===== src/rtl/sensor_packet_deframer_defines.svh =====
// ----------------------------------------------------------------------------
// Sensor packet deframer assertion macros
// Shared check macros for the deframer RTL.
// ----------------------------------------------------------------------------
`ifndef SENSOR_PACKET_DEFRAMER_DEFINES_SVH
`define SENSOR_PACKET_DEFRAMER_DEFINES_SVH

// same-cycle implication, masked during reset
`define SPD_CHECK(label, ante, cons, msg) \
  label: assert property (@(posedge clk) disable iff (rst) (ante) |-> (cons)) \
    else $error(msg);

// next-cycle implication, masked during reset
`define SPD_CHECK_NEXT(label, ante, cons, msg) \
  label: assert property (@(posedge clk) disable iff (rst) (ante) |=> (cons)) \
    else $error(msg);

`endif


===== src/rtl/spd_pkg.sv =====
// ----------------------------------------------------------------------------
// Sensor packet deframer package
// Frame constants, widths and status codes.
// ----------------------------------------------------------------------------
package spd_pkg;

  localparam int PAYLOAD_WORDS = 10;
  localparam int GROUP_BYTES   = 5;
  localparam int FRAME_BYTES   = GROUP_BYTES * PAYLOAD_WORDS;
  localparam int IDX_W         = $clog2(PAYLOAD_WORDS);
  localparam int GRP_W         = $clog2(PAYLOAD_WORDS + 1);
  localparam int ADDR_W        = IDX_W + 1;
  localparam int MEM_DEPTH     = 2 ** ADDR_W;

  localparam logic [7:0] HDR_A    = 8'd205;
  localparam logic [7:0] HDR_B    = 8'd235;
  localparam logic [7:0] HDR_C    = 8'd215;
  localparam logic [7:0] SEP_BYTE = 8'd32;

  typedef enum logic {
    STATUS_OK      = 1'b0,
    STATUS_SEP_ERR = 1'b1
  } frame_status_t;

endpackage


===== src/rtl/sensor_packet_deframer.sv =====
// ----------------------------------------------------------------------------
// Sensor packet deframer
// Finds 205 235 215 headers in a byte stream, collects a 50-byte payload and
// emits ten 32-bit words or one separator error result.
// ----------------------------------------------------------------------------
// One byte is taken every cycle. Payload words are assembled in a register
// and written into a two-bank word memory; an error-free frame flips the
// write bank, and its words are read back one per cycle while out_ready is
// high (one memory read port, registered read data, then an output register)
// while the next frame fills the other bank. The input stalls only on a byte
// that would complete a full frame during readout of the previous one.
`include "sensor_packet_deframer_defines.svh"

module sensor_packet_deframer
  import spd_pkg::*;
(
  input  logic        clk,
  input  logic        rst,
  input  logic        in_valid,
  output logic        in_ready,
  input  logic [7:0]  rx_byte,
  output logic        out_valid,
  input  logic        out_ready,
  output logic [3:0]  word_index,
  output logic [31:0] word_value,
  output logic        frame_status,
  output logic        last_result
);

  // frame parser state
  logic [7:0]       hist_older, hist_older_next;
  logic [7:0]       hist_newer, hist_newer_next;
  logic             length_next, length_next_next;
  logic [7:0]       target_len, target_len_next;
  logic [7:0]       rx_count, rx_count_next;
  logic [GRP_W-1:0] grp, grp_next;
  logic [2:0]       off, off_next;
  logic [23:0]      acc, acc_next;
  logic             sep_good, sep_good_next;
  logic             wbank, wbank_next;

  // readout state
  logic             drain_busy;
  logic             drain_err;
  logic             drain_bank;
  logic [IDX_W-1:0] drain_idx;
  logic             p_valid;
  logic [IDX_W-1:0] p_idx;
  logic             p_last;
  logic             p_err;
  logic [31:0]      rdata;

  logic [31:0]      mem [MEM_DEPTH];

  logic              fire;
  logic              hdr;
  logic              mem_we;
  logic [ADDR_W-1:0] waddr;
  logic [31:0]       wdata;
  logic              start;
  logic              start_err;
  logic              load;
  logic              issue;

  assign fire = in_valid && in_ready;
  assign hdr  = (hist_older == HDR_A) && (hist_newer == HDR_B) && (rx_byte == HDR_C);

  assign in_ready = !(drain_busy && !length_next && (target_len == 8'(FRAME_BYTES)) &&
                      (rx_count == 8'(FRAME_BYTES - 1)));

  always_comb begin
    hist_older_next  = hist_older;
    hist_newer_next  = hist_newer;
    length_next_next = length_next;
    target_len_next  = target_len;
    rx_count_next    = rx_count;
    grp_next         = grp;
    off_next         = off;
    acc_next         = acc;
    sep_good_next    = sep_good;
    wbank_next       = wbank;
    mem_we           = 1'b0;
    waddr            = {wbank, grp[IDX_W-1:0]};
    wdata            = {rx_byte, acc};
    start            = 1'b0;
    start_err        = 1'b0;
    if (fire) begin
      hist_older_next = hist_newer;
      hist_newer_next = rx_byte;
      if (hdr) begin
        length_next_next = 1'b1;
        target_len_next  = '0;
        rx_count_next    = '0;
        grp_next         = '0;
        off_next         = '0;
        sep_good_next    = 1'b1;
      end else if (length_next) begin
        target_len_next  = rx_byte;
        length_next_next = 1'b0;
      end else if (rx_count < target_len) begin
        if (grp < GRP_W'(PAYLOAD_WORDS)) begin
          case (off)
            3'd0: acc_next[7:0]   = rx_byte;
            3'd1: acc_next[15:8]  = rx_byte;
            3'd2: acc_next[23:16] = rx_byte;
            3'd3: mem_we          = 1'b1;
            default: begin
              if ((grp < GRP_W'(PAYLOAD_WORDS - 1)) && (rx_byte != SEP_BYTE)) begin
                sep_good_next = 1'b0;
              end
            end
          endcase
        end
        if (off == 3'(GROUP_BYTES - 1)) begin
          off_next = '0;
          if (grp < GRP_W'(PAYLOAD_WORDS)) begin
            grp_next = grp + 1'b1;
          end
        end else begin
          off_next = off + 1'b1;
        end
        rx_count_next = rx_count + 1'b1;
        if (rx_count_next == target_len) begin
          if (target_len == 8'(FRAME_BYTES)) begin
            start     = 1'b1;
            start_err = !sep_good_next;
            if (sep_good_next) begin
              wbank_next = !wbank;
            end
          end
          target_len_next = '0;
          rx_count_next   = '0;
          grp_next        = '0;
          off_next        = '0;
          sep_good_next   = 1'b1;
        end
      end
    end
  end

  always_ff @(posedge clk) begin
    if (rst) begin
      hist_older  <= '0;
      hist_newer  <= '0;
      length_next <= 1'b0;
      target_len  <= '0;
      rx_count    <= '0;
      grp         <= '0;
      off         <= '0;
      sep_good    <= 1'b1;
      wbank       <= 1'b0;
    end else begin
      hist_older  <= hist_older_next;
      hist_newer  <= hist_newer_next;
      length_next <= length_next_next;
      target_len  <= target_len_next;
      rx_count    <= rx_count_next;
      grp         <= grp_next;
      off         <= off_next;
      sep_good    <= sep_good_next;
      wbank       <= wbank_next;
    end
  end

  always_ff @(posedge clk) begin
    acc <= acc_next;
  end

  // readout: memory read -> p stage -> output register
  assign load  = p_valid && (!out_valid || out_ready);
  assign issue = drain_busy && (!p_valid || load);

  always_ff @(posedge clk) begin
    if (mem_we) begin
      mem[waddr] <= wdata;
    end
    if (issue) begin
      rdata <= mem[{drain_bank, drain_idx}];
    end
  end

  always_ff @(posedge clk) begin
    if (rst) begin
      drain_busy <= 1'b0;
      drain_err  <= 1'b0;
      drain_bank <= 1'b0;
      drain_idx  <= '0;
      p_valid    <= 1'b0;
      out_valid  <= 1'b0;
    end else begin
      if (start) begin
        drain_busy <= 1'b1;
        drain_err  <= start_err;
        drain_bank <= wbank;
        drain_idx  <= '0;
      end else if (issue) begin
        drain_idx <= drain_idx + 1'b1;
        if (drain_err || (drain_idx == IDX_W'(PAYLOAD_WORDS - 1))) begin
          drain_busy <= 1'b0;
        end
      end
      if (issue) begin
        p_valid <= 1'b1;
      end else if (load) begin
        p_valid <= 1'b0;
      end
      if (load) begin
        out_valid <= 1'b1;
      end else if (out_ready) begin
        out_valid <= 1'b0;
      end
    end
  end

  always_ff @(posedge clk) begin
    if (issue) begin
      p_idx  <= drain_idx;
      p_err  <= drain_err;
      p_last <= drain_err || (drain_idx == IDX_W'(PAYLOAD_WORDS - 1));
    end
    if (load) begin
      word_index   <= p_err ? 4'd0 : 4'(p_idx);
      word_value   <= p_err ? 32'd0 : rdata;
      frame_status <= p_err ? STATUS_SEP_ERR : STATUS_OK;
      last_result  <= p_last;
    end
  end

  `SPD_CHECK(a_start_idle, start, !drain_busy, "frame completed during readout")
  `SPD_CHECK(a_bank_split, drain_busy && !drain_err, drain_bank != wbank,
             "readout bank is being written")
  `SPD_CHECK(a_err_result, out_valid && (frame_status == STATUS_SEP_ERR),
             last_result && (word_value == 32'd0), "malformed error result")
  `SPD_CHECK_NEXT(a_issue_fills, issue, p_valid, "read issued without stage fill")

endmodule

===== config.mk =====
export PLATFORM = sky130hd
export DESIGN_NAME = sensor_packet_deframer
export DESIGN_NICKNAME = d
export VERILOG_FILES = /design/src/rtl/spd_pkg.sv /design/src/rtl/sensor_packet_deframer.sv
export VERILOG_INCLUDE_DIRS = /design/src /design/src/rtl
export SDC_FILE = /design/constraint.sdc
export NUM_CORES = 1
export LEC_CHECK = 0
export ABC_AREA = 0
export ABC_CLOCK_PERIOD_IN_PS = 8300
export BUFFER_PORTS_ARGS = -buffer_cell sky130_fd_sc_hd__buf_4
export CAP_MARGIN = 20
export CORE_MARGIN = 2
export CORE_UTILIZATION = 60
export DETAILED_ROUTE_END_ITERATION = 6
export PLACE_DENSITY_LB_ADDON = 0.08
export SLEW_MARGIN = 20
export SYNTH_ARGS = -nofsm -noshare
export SYNTH_HDL_FRONTEND = slang
export SYNTH_SLANG_ARGS = --single-unit

===== constraint.sdc =====
create_clock -name clk -period 8.3 [get_ports clk]
set_clock_uncertainty 0.05 [all_clocks]
set_input_delay 1.66 -clock clk [delete_from_list [all_inputs] [get_ports clk]]
set_output_delay 1.66 -clock clk [all_outputs]
set_load 0.02 [all_outputs]

# == Word-level counts from Yosys, hierarchy flattened ==
# Memory sizes are Yosys's and may differ from the RTL's. A register that Yosys moved wholly into a read port is not among the register bits.
# Cells that the tools add are included.
# op_classes
addsub,4
multipliers,0
div,0
magnitude_cmp,3
n_eq_ne,13
shifts,0
n_mux,59
n_bitwise,2
reduce_logical,38
# op_table
op,n
two-way mux 8 bit,8
two-way mux 1 bit,40
"== test 8 bit, second input constant",3
two-way mux 4 bit,6
AND reduction 6 bit,3
"== test 8 x 6 -> 1 bit, second input constant",2
two-way mux 3 bit,5
nonzero test 3 bit,4
nonzero test 2 bit,5
logical AND 1 bit,9
"adder 4 x 1 -> 4 bit, second input constant",2
"adder 8 x 1 -> 8 bit, second input constant",1
== test 8 bit,1
"< comparator 4 bit, second input constant",2
< comparator 8 bit,1
"!= test 8 x 6 -> 1 bit, second input constant",1
AND reduction 7 bit,1
"== test 3 x 2 -> 1 bit, second input constant",2
zero test 1 bit,6
AND reduction 3 bit,2
AND reduction 5 bit,1
"== test 4 bit, second input constant",1
OR reduction 4 bit,1
"adder 3 x 1 -> 3 bit, second input constant",1
8 further kinds,11
# word_totals
register_bits,119
latchBits,0
ramBits,1024
mem_bits_ro,0
input_bits,12
output_inout_bits,40
wordCells,145
n_memories,1
# memory_table
memory,depth,width,rd,rd_ports_with_merged_regs,wr,line_no,text
mem,32,32,1,1,1,sensor_packet_deframer.sv:53,logic [31:0] mem [MEM_DEPTH];

# == Logic depth before layout (Yosys ltp) ==
# Gate-level depths: netlist of the first run.
# logic_depth
ltp_word,16
ltp_mapped,11

# == Worst setup path before layout of the first run ==
# Ideal clock, no wire load.
# synth_path
kind,in2reg
from,in rx_byte[3]
to,"mem mem[23][0], enable pin"
setup_ns,0.421
arrival_ns,4.168
required_time_ns,7.829
slack_ns,3.661
path_stages,6
path_cell_list,and4b_1 -> a31oi_1 -> nand4b_1 -> nor3b_1 -> nand2_1 -> nor2_1
# synth_via
elab_chain_cells,6
# synth_lines
element,line_no,text
"start, declared",sensor_packet_deframer.sv:21,"input logic [7:0] rx_byte,"
== test 8 bit,sensor_packet_deframer.sv:66,assign hdr = (hist_older == HDR_A) && (hist_newer == HDR_B) && (rx_byte == HDR_C);
logical AND 1 bit,sensor_packet_deframer.sv:66,
two-way mux 1 bit,sensor_packet_deframer.sv:90,if (hdr) begin
two-way mux 1 bit,sensor_packet_deframer.sv:87,if (fire) begin
two-way mux 1 bit,sensor_packet_deframer.sv:174,if (mem_we) begin
two-way mux 1 bit (implied by the code),sensor_packet_deframer.sv:175,mem[waddr] <= wdata;
"end, declared",sensor_packet_deframer.sv:53,
# No other way between the ends.

# == Final worst setup path of the first run ==
# layout_path
from,in rx_byte[3]
to,"mem mem[23][31], enable pin"
# Same word-level chain as after synthesis.

==> flow_summary.toml, run 1 <==
[final_layout]
seq_area_um2 = 34790
layout_commonest_cell = "edfxtp_1"
layout_common_cells = "edfxtp_1, mux4_2, conb_1"
nNetsFinal = 2383
nFillCells = 4596
fin_area_um2 = 51770
syn_to_final_growth_pct = 15.18
multi_input_comb_area_um2 = 10850
drive_above_1_share_pct = 27.28

[sta]
hold_ws_ns = 0.3710
rsz0062_at_grt = "no"
tns_ns = 0
finalCritPeriodShare_pct = 58.67
final_max_slew_viol_count = 0
hold_viol = 0
setup_viol = 0
max_slew_margin_pct = 28.45
clock.fmax_mhz = 205.4
worstMarginPinSlew_ns = 1.073
post-route-min-period_ns = 4.870

[logic_synthesis]
synth-seq-cells = 1175
synth_top_cell_by_area = "edfxtp_1"
synth_top_area_share_pct = 75.10
ys.flop_type = "edfxtp_1"
synth_area_per_cell_um2 = 22.84
synth_enable_flop_cells = 1124
synthesis.area_um2 = 44940
async_reset_ff_share_pct = 0
ys_seq_area_share_pct = 77.37
synth_cell_types = 61
synth_cells = 1968
yosys_warnings = 0
synthTopCellsByArea = "edfxtp_1, mux4_2, dfxtp_1, mux2_2, ha_1"

[critical_path]
end_kind = "flip-flop"
path_common_cell = "buf_4"
worstPathCellList = "buf_4 > and4b_1 > a31oi_1 > nand4b_1 > nor3b_1 > nand2_1 > nor2_4 > buf_4"
worst-path-buf-inv = 2
rr_startpoint = "target_len[5]$_SDFFE_PP0P_"
critPathMaxFanout = 39
reg2reg_slack_ns = 3.66
start_kind = "input pin"
r2r_cells = 9
critical_path.top_delay_family = "simple AND/OR/NAND/NOR gates"
worst-path-stages = 8
critical_path.max_stage_delay_ns = 0.70
arrival_ns = 5.14
cp_slowest_cell = "nor3b_1"
crit_type = "input pin to flip-flop"
worstPathRequired_ns = 8.57
worstReg2RegEnd = "mem[23][31]$_DFFE_PP_"

[worst_hold_path]
hp-class = "flip-flop to flip-flop"
hold_path_startpoint = "p_last$_DFFE_PP_"
holdPathEnd = "last_result$_DFFE_PP_"
whs_path_depth = 0

[floorplan]
initial_core_util_pct = 60.47
num_rows = 100
dieArea_um2 = 77110
pin_count = 52
die_w_um = 277.7
core_um2 = 74320
die_h_um = 277.7

[route]
drt_first_pass_iters = 6
drt_iter0_drc = 2284
drc = 0
avgRoutedWirePerCell_um = 26.88
viasPerCell = 6.036
drtAntennaViolNets = 0
totalWireLength_um = 91790
vias = 20610

[grt]
grt_util_all_layers_pct = 24.51
grt_pass1_vias = 21100
antenna_found_initial = 3
grt_max_degree = 97
gr-total-overflow = 0
grt_pass1_wl_um = 136900

[job]
drv_cap = 0

[place]
place.gp.congestion = 0.8338
hpwl_um = 52890
placed_cell_area_um2 = 47770
io_buffers = 51

[cts]
h-tree-depth = 3
cts_tree = "built"
cts.sinks = 1175
ctsLongestPathBuffers = 3
cts_buffers = 112
post_cts_resized = 0
post-cts-setup-buffers = 0
clk_latency_ns = 0.67
cts-root-buf = "clkbuf_16"
hold_buffers = 0
path_clk_slew_ns = 0.06

[outcome]
status = "finished clean"

[power]
power.density_nw_per_um2 = 223.6
leakage_nw = 16.63
peakVddDrop_mv = 0.2209
==> registers in the layout, indices dropped and copies added (netlist names), 3 cells and up <==
name,flops
mem,1024
acc,24
rdata,32
rx_count,8
p_idx,4
hist_newer,8
word_value,32
drain_idx,4
target_len,8
grp,4
hist_older,8
off,3
word_index,4
==> per-layer routing <==
metal / wire, um / part of all wire (%) / up-vias / GRT usage (%)
met5: 26 / 0.028 / - / 0
met4: 1925 / 2.1 / 4 / 6.431
met3: 5795 / 6.3 / 131 / 4.093
met2: 46800 / 51 / 732 / 40.61
met1: 37250 / 41 / 10970 / 34.60
li1: - / - / 8774 / -
==> stage by stage <==
step	utilization [%]	std cells	worst slack, ns	power [mW]
after floorplan	-	2223	3.661	6.671
after global placement	64.01	3175	2.718	6.709
after detailed placement	64.28	3184	2.769	6.717
after CTS	69.13	3394	3.471	11.65
after global routing	69.65	3414	3.322	11.91
final	69.65	3415	3.430	11.57
==> worst register-to-register path: stages (launching register included) <==
cell and delay (ns):
dfxtp_1 0.39, inv_1 0.11, ha_1 0.32, a211o_1 0.30, o2111ai_1 0.40, nand4b_1 0.32
nor3b_1 0.70, nand2_1 0.57, nor2_4 0.68, buf_4 0.45
==> layout make-up <==
type                    count  area share, %
well taps                 969          2.342
clock buffers             135          5.745
multi-input cells         932          20.96
clock inverters            75          1.216
inverters                  17         0.1281
flip-flops and latches   1175          67.20
repair buffers            111          2.402
diodes                      1       0.004834
==> where the power goes <==
group	switching, mW	internal, mW	total, mW
Sequential	0.0142	6.48	6.50
Clock	2.10	2.88	4.98
Combinational	0.0654	0.0285	0.0939
Total	2.18	9.39	11.6
==> worst max path at each step <==
stage,slack (ns),endpoint,from
after floorplan,3.66,mem[23][0]$_DFFE_PP_,rx_byte[3]
after CTS,3.47,mem[23][30]$_DFFE_PP_,rx_byte[3]
after global routing,3.32,mem[17][7]$_DFFE_PP_,rx_byte[5]
final,3.43,mem[23][31]$_DFFE_PP_,rx_byte[3]
after detailed placement,2.77,mem[17][3]$_DFFE_PP_,rx_byte[3]
after global placement,2.72,mem[22][13]$_DFFE_PP_,rx_byte[3]
==> logic make-up after synthesis <==
family	share of synthesized area, %
adder cells (fa/ha/maj)	0.6125
other	0.008344
buffers and inverters	1.061
multiplexers	17.26
flip-flops	77.37
AND/OR/NAND/NOR	2.467
AO/OA/AOI/OAI	1.025
XOR/XNOR	0.1949
==> Yosys cell counts, types with 4 or more instances <==
library cell,instances
edfxtp_1,1124
nand4b_1,5
or3_1,4
dfxtp_1,51
mux4_2,320
ha_1,22
nand3b_1,7
nand4_1,5
nor2_1,65
nor2b_1,42
clkbuf_1,55
buf_1,11
nand2_1,23
mux2i_1,19
buf_2,33
and2_1,6
nand3_1,10
inv_1,17
o21ai_0,22
nor3_1,6
a21oi_1,30
mux2_2,32
xnor2_1,7
Power figures use the tool's default switching activity.
==> run 2: changes to the inputs <==
--- a/config.mk
+++ b/config.mk
@@ -7,11 +7,11 @@
 export NUM_CORES = 1
 export LEC_CHECK = 0
 export ABC_AREA = 0
-export ABC_CLOCK_PERIOD_IN_PS = 8300
+export ABC_CLOCK_PERIOD_IN_PS = 4000
 export BUFFER_PORTS_ARGS = -buffer_cell sky130_fd_sc_hd__buf_4
 export CAP_MARGIN = 20
 export CORE_MARGIN = 2
-export CORE_UTILIZATION = 60
+export CORE_UTILIZATION = 56
 export DETAILED_ROUTE_END_ITERATION = 6
 export PLACE_DENSITY_LB_ADDON = 0.08
 export SLEW_MARGIN = 20
==> constraint.sdc (replaced) <==
create_clock -name clk -period 4 [get_ports clk]
set_clock_uncertainty 0.05 [all_clocks]
set_input_delay 0.8 -clock clk [delete_from_list [all_inputs] [get_ports clk]]
set_output_delay 0.8 -clock clk [all_outputs]
set_load 0.02 [all_outputs]
==> flow_summary.toml, run 2 (synthesized netlist as in run 1, its figures left out) <==
[outcome]
status = "finished clean"

[final_layout]
syn_to_final_growth_pct = 17.58
largest_reg_flops = 1024
regMostFlops = "mem"
antenna_cells = 0
fin_area_um2 = 52840
stdcell_count = 3545
nFillCells = 5172
top_regs = "mem x1024, rdata x32, word_value x32"
layout_common_cells = "edfxtp_1, mux4_2, conb_1"
layout_commonest_cell = "edfxtp_1"
nNetsFinal = 2425
drive_above_1_share_pct = 29.34

[worst_hold_path]
hp-class = "flip-flop to flip-flop"
whs_path_depth = 0

[route]
drc = 0
totalWireLength_um = 95690
vias = 20840
drtAntennaViolNets = 0
viasPerCell = 5.878
drt_first_pass_iters = 5
avgRoutedWirePerCell_um = 26.99
drt_iter0_drc = 2141

[place]
place.gp.congestion = 0.7818
placed_cells = 3306
place_ws_ns = 0.3706
hpwl_um = 56710
io_buffers = 51
placed_cell_area_um2 = 48490

[floorplan]
dieArea_um2 = 82540
initial_core_util_pct = 56.71
core_um2 = 79260
num_rows = 103
die_h_um = 287.3
pin_count = 52
die_w_um = 287.3

[critical_path]
arrival_ns = 3.94
end_kind = "flip-flop"
critPathMaxFanout = 23
r2r_cells = 10
start_kind = "flip-flop"
crit_type = "flip-flop to flip-flop"
worstPathRequired_ns = 4.26

[sta]
final_max_slew_viol_count = 0
finalCritPeriodShare_pct = 91.91
rsz0062_at_grt = "no"
layout_setup_ws_ns = 0.3236
max_slew_margin_pct = 27.31
post-route-min-period_ns = 3.676
worstMarginPinSlew_ns = 1.090
setup_viol = 0
hold_viol = 0
clock.fmax_mhz = 272.0

[grt]
gr-total-overflow = 0
grt_max_degree = 53
antenna_found_initial = 2
grt_util_all_layers_pct = 24.08
grt_pass1_vias = 21420
grt_pass1_wl_um = 142400

[power]
total_power_mw = 25.25
peakVddDrop_mv = 0.5127
pwr-share-clk_pct = 45.8
internal_power_mw = 20.44
power_frac_seq_pct = 53.4
switchingPower_mw = 4.814
power_frac_comb_pct = 0.8
power.share.switching_pct = 19.06
power.density_nw_per_um2 = 477.9
leakage_nw = 17.08

[cts]
path_clk_slew_ns = 0.07
post-cts-setup-buffers = 0
h-tree-depth = 3
cts_buffers = 118
clk_latency_ns = 0.68
ctsLongestPathBuffers = 3
cts_tree = "built"
cts.sinks = 1175
post_cts_resized = 0
hold_buffers = 0
cts-root-buf = "clkbuf_16"

[job]
drv_cap = 0
## run 2: layer usage
metal | global-route usage (%) | routed length (um) | up-vias
met2 | 38.80 | 47780 | 673
li1 | - | - | 8885
met5 | 0 | 0 | -
met3 | 3.651 | 5777 | 137
met1 | 34.87 | 39650 | 11140
met4 | 6.953 | 2483 | 0
## run 2: power groups by stage
stage                     sequential [mW]  combinational (mW)  clock [mW]
after floorplan                      13.7               0.105           0
after global placement               13.7               0.198           0
after detailed placement             13.7               0.201           0
after CTS                            13.5               0.202        11.8
after global routing                 13.5               0.232        12.2
final                                13.5               0.209        11.6
## run 2: final timing paths
kind	slack, ns	start	to
hold / removal	0.40	p_last$_DFFE_PP_	last_result$_DFFE_PP_
setup reg to reg	0.32	target_len[5]$_SDFFE_PP0P_	mem[9][8]$_DFFE_PP_
setup / recovery	0.32	target_len[5]$_SDFFE_PP0P_	mem[9][8]$_DFFE_PP_
hold reg to reg	0.40	p_last$_DFFE_PP_	last_result$_DFFE_PP_
## run 2: metrics by stage
step / hold WS, ns / setup TNS (ns) / utilization, %
after floorplan: 0.3503 / -6.954 / -
after global placement: 0.3741 / 0 / 61.17
after detailed placement: 0.3877 / 0 / 61.17
after CTS: 0.3832 / 0 / 66.38
after global routing: 0.4067 / 0 / 66.67
final: 0.3984 / 0 / 66.67
## run 2: final cells by class
class                           instances  area, um2  share of cell area, %
Tap cell                             1050       1314                  2.486
Inverter                               17      66.31                 0.1255
Clock buffer                          133       3009                  5.694
Clock inverter                         91       1114                  2.107
Sequential cell                      1175      34790                  65.83
Multi-Input combinational cell        932      10850                  20.54
Timing Repair Buffer                  147       1700                  3.218
## run 2: worst max-delay path: stages, from the launching register on
cell and delay (ns):
dfxtp_1 0.38, inv_1 0.10, ha_1 0.31, a211o_1 0.30, o2111ai_1 0.42, nand4b_1 0.23
nor3b_1 0.60, nand2_1 0.13, buf_4 0.22, nor2_4 0.12, buf_4 0.42
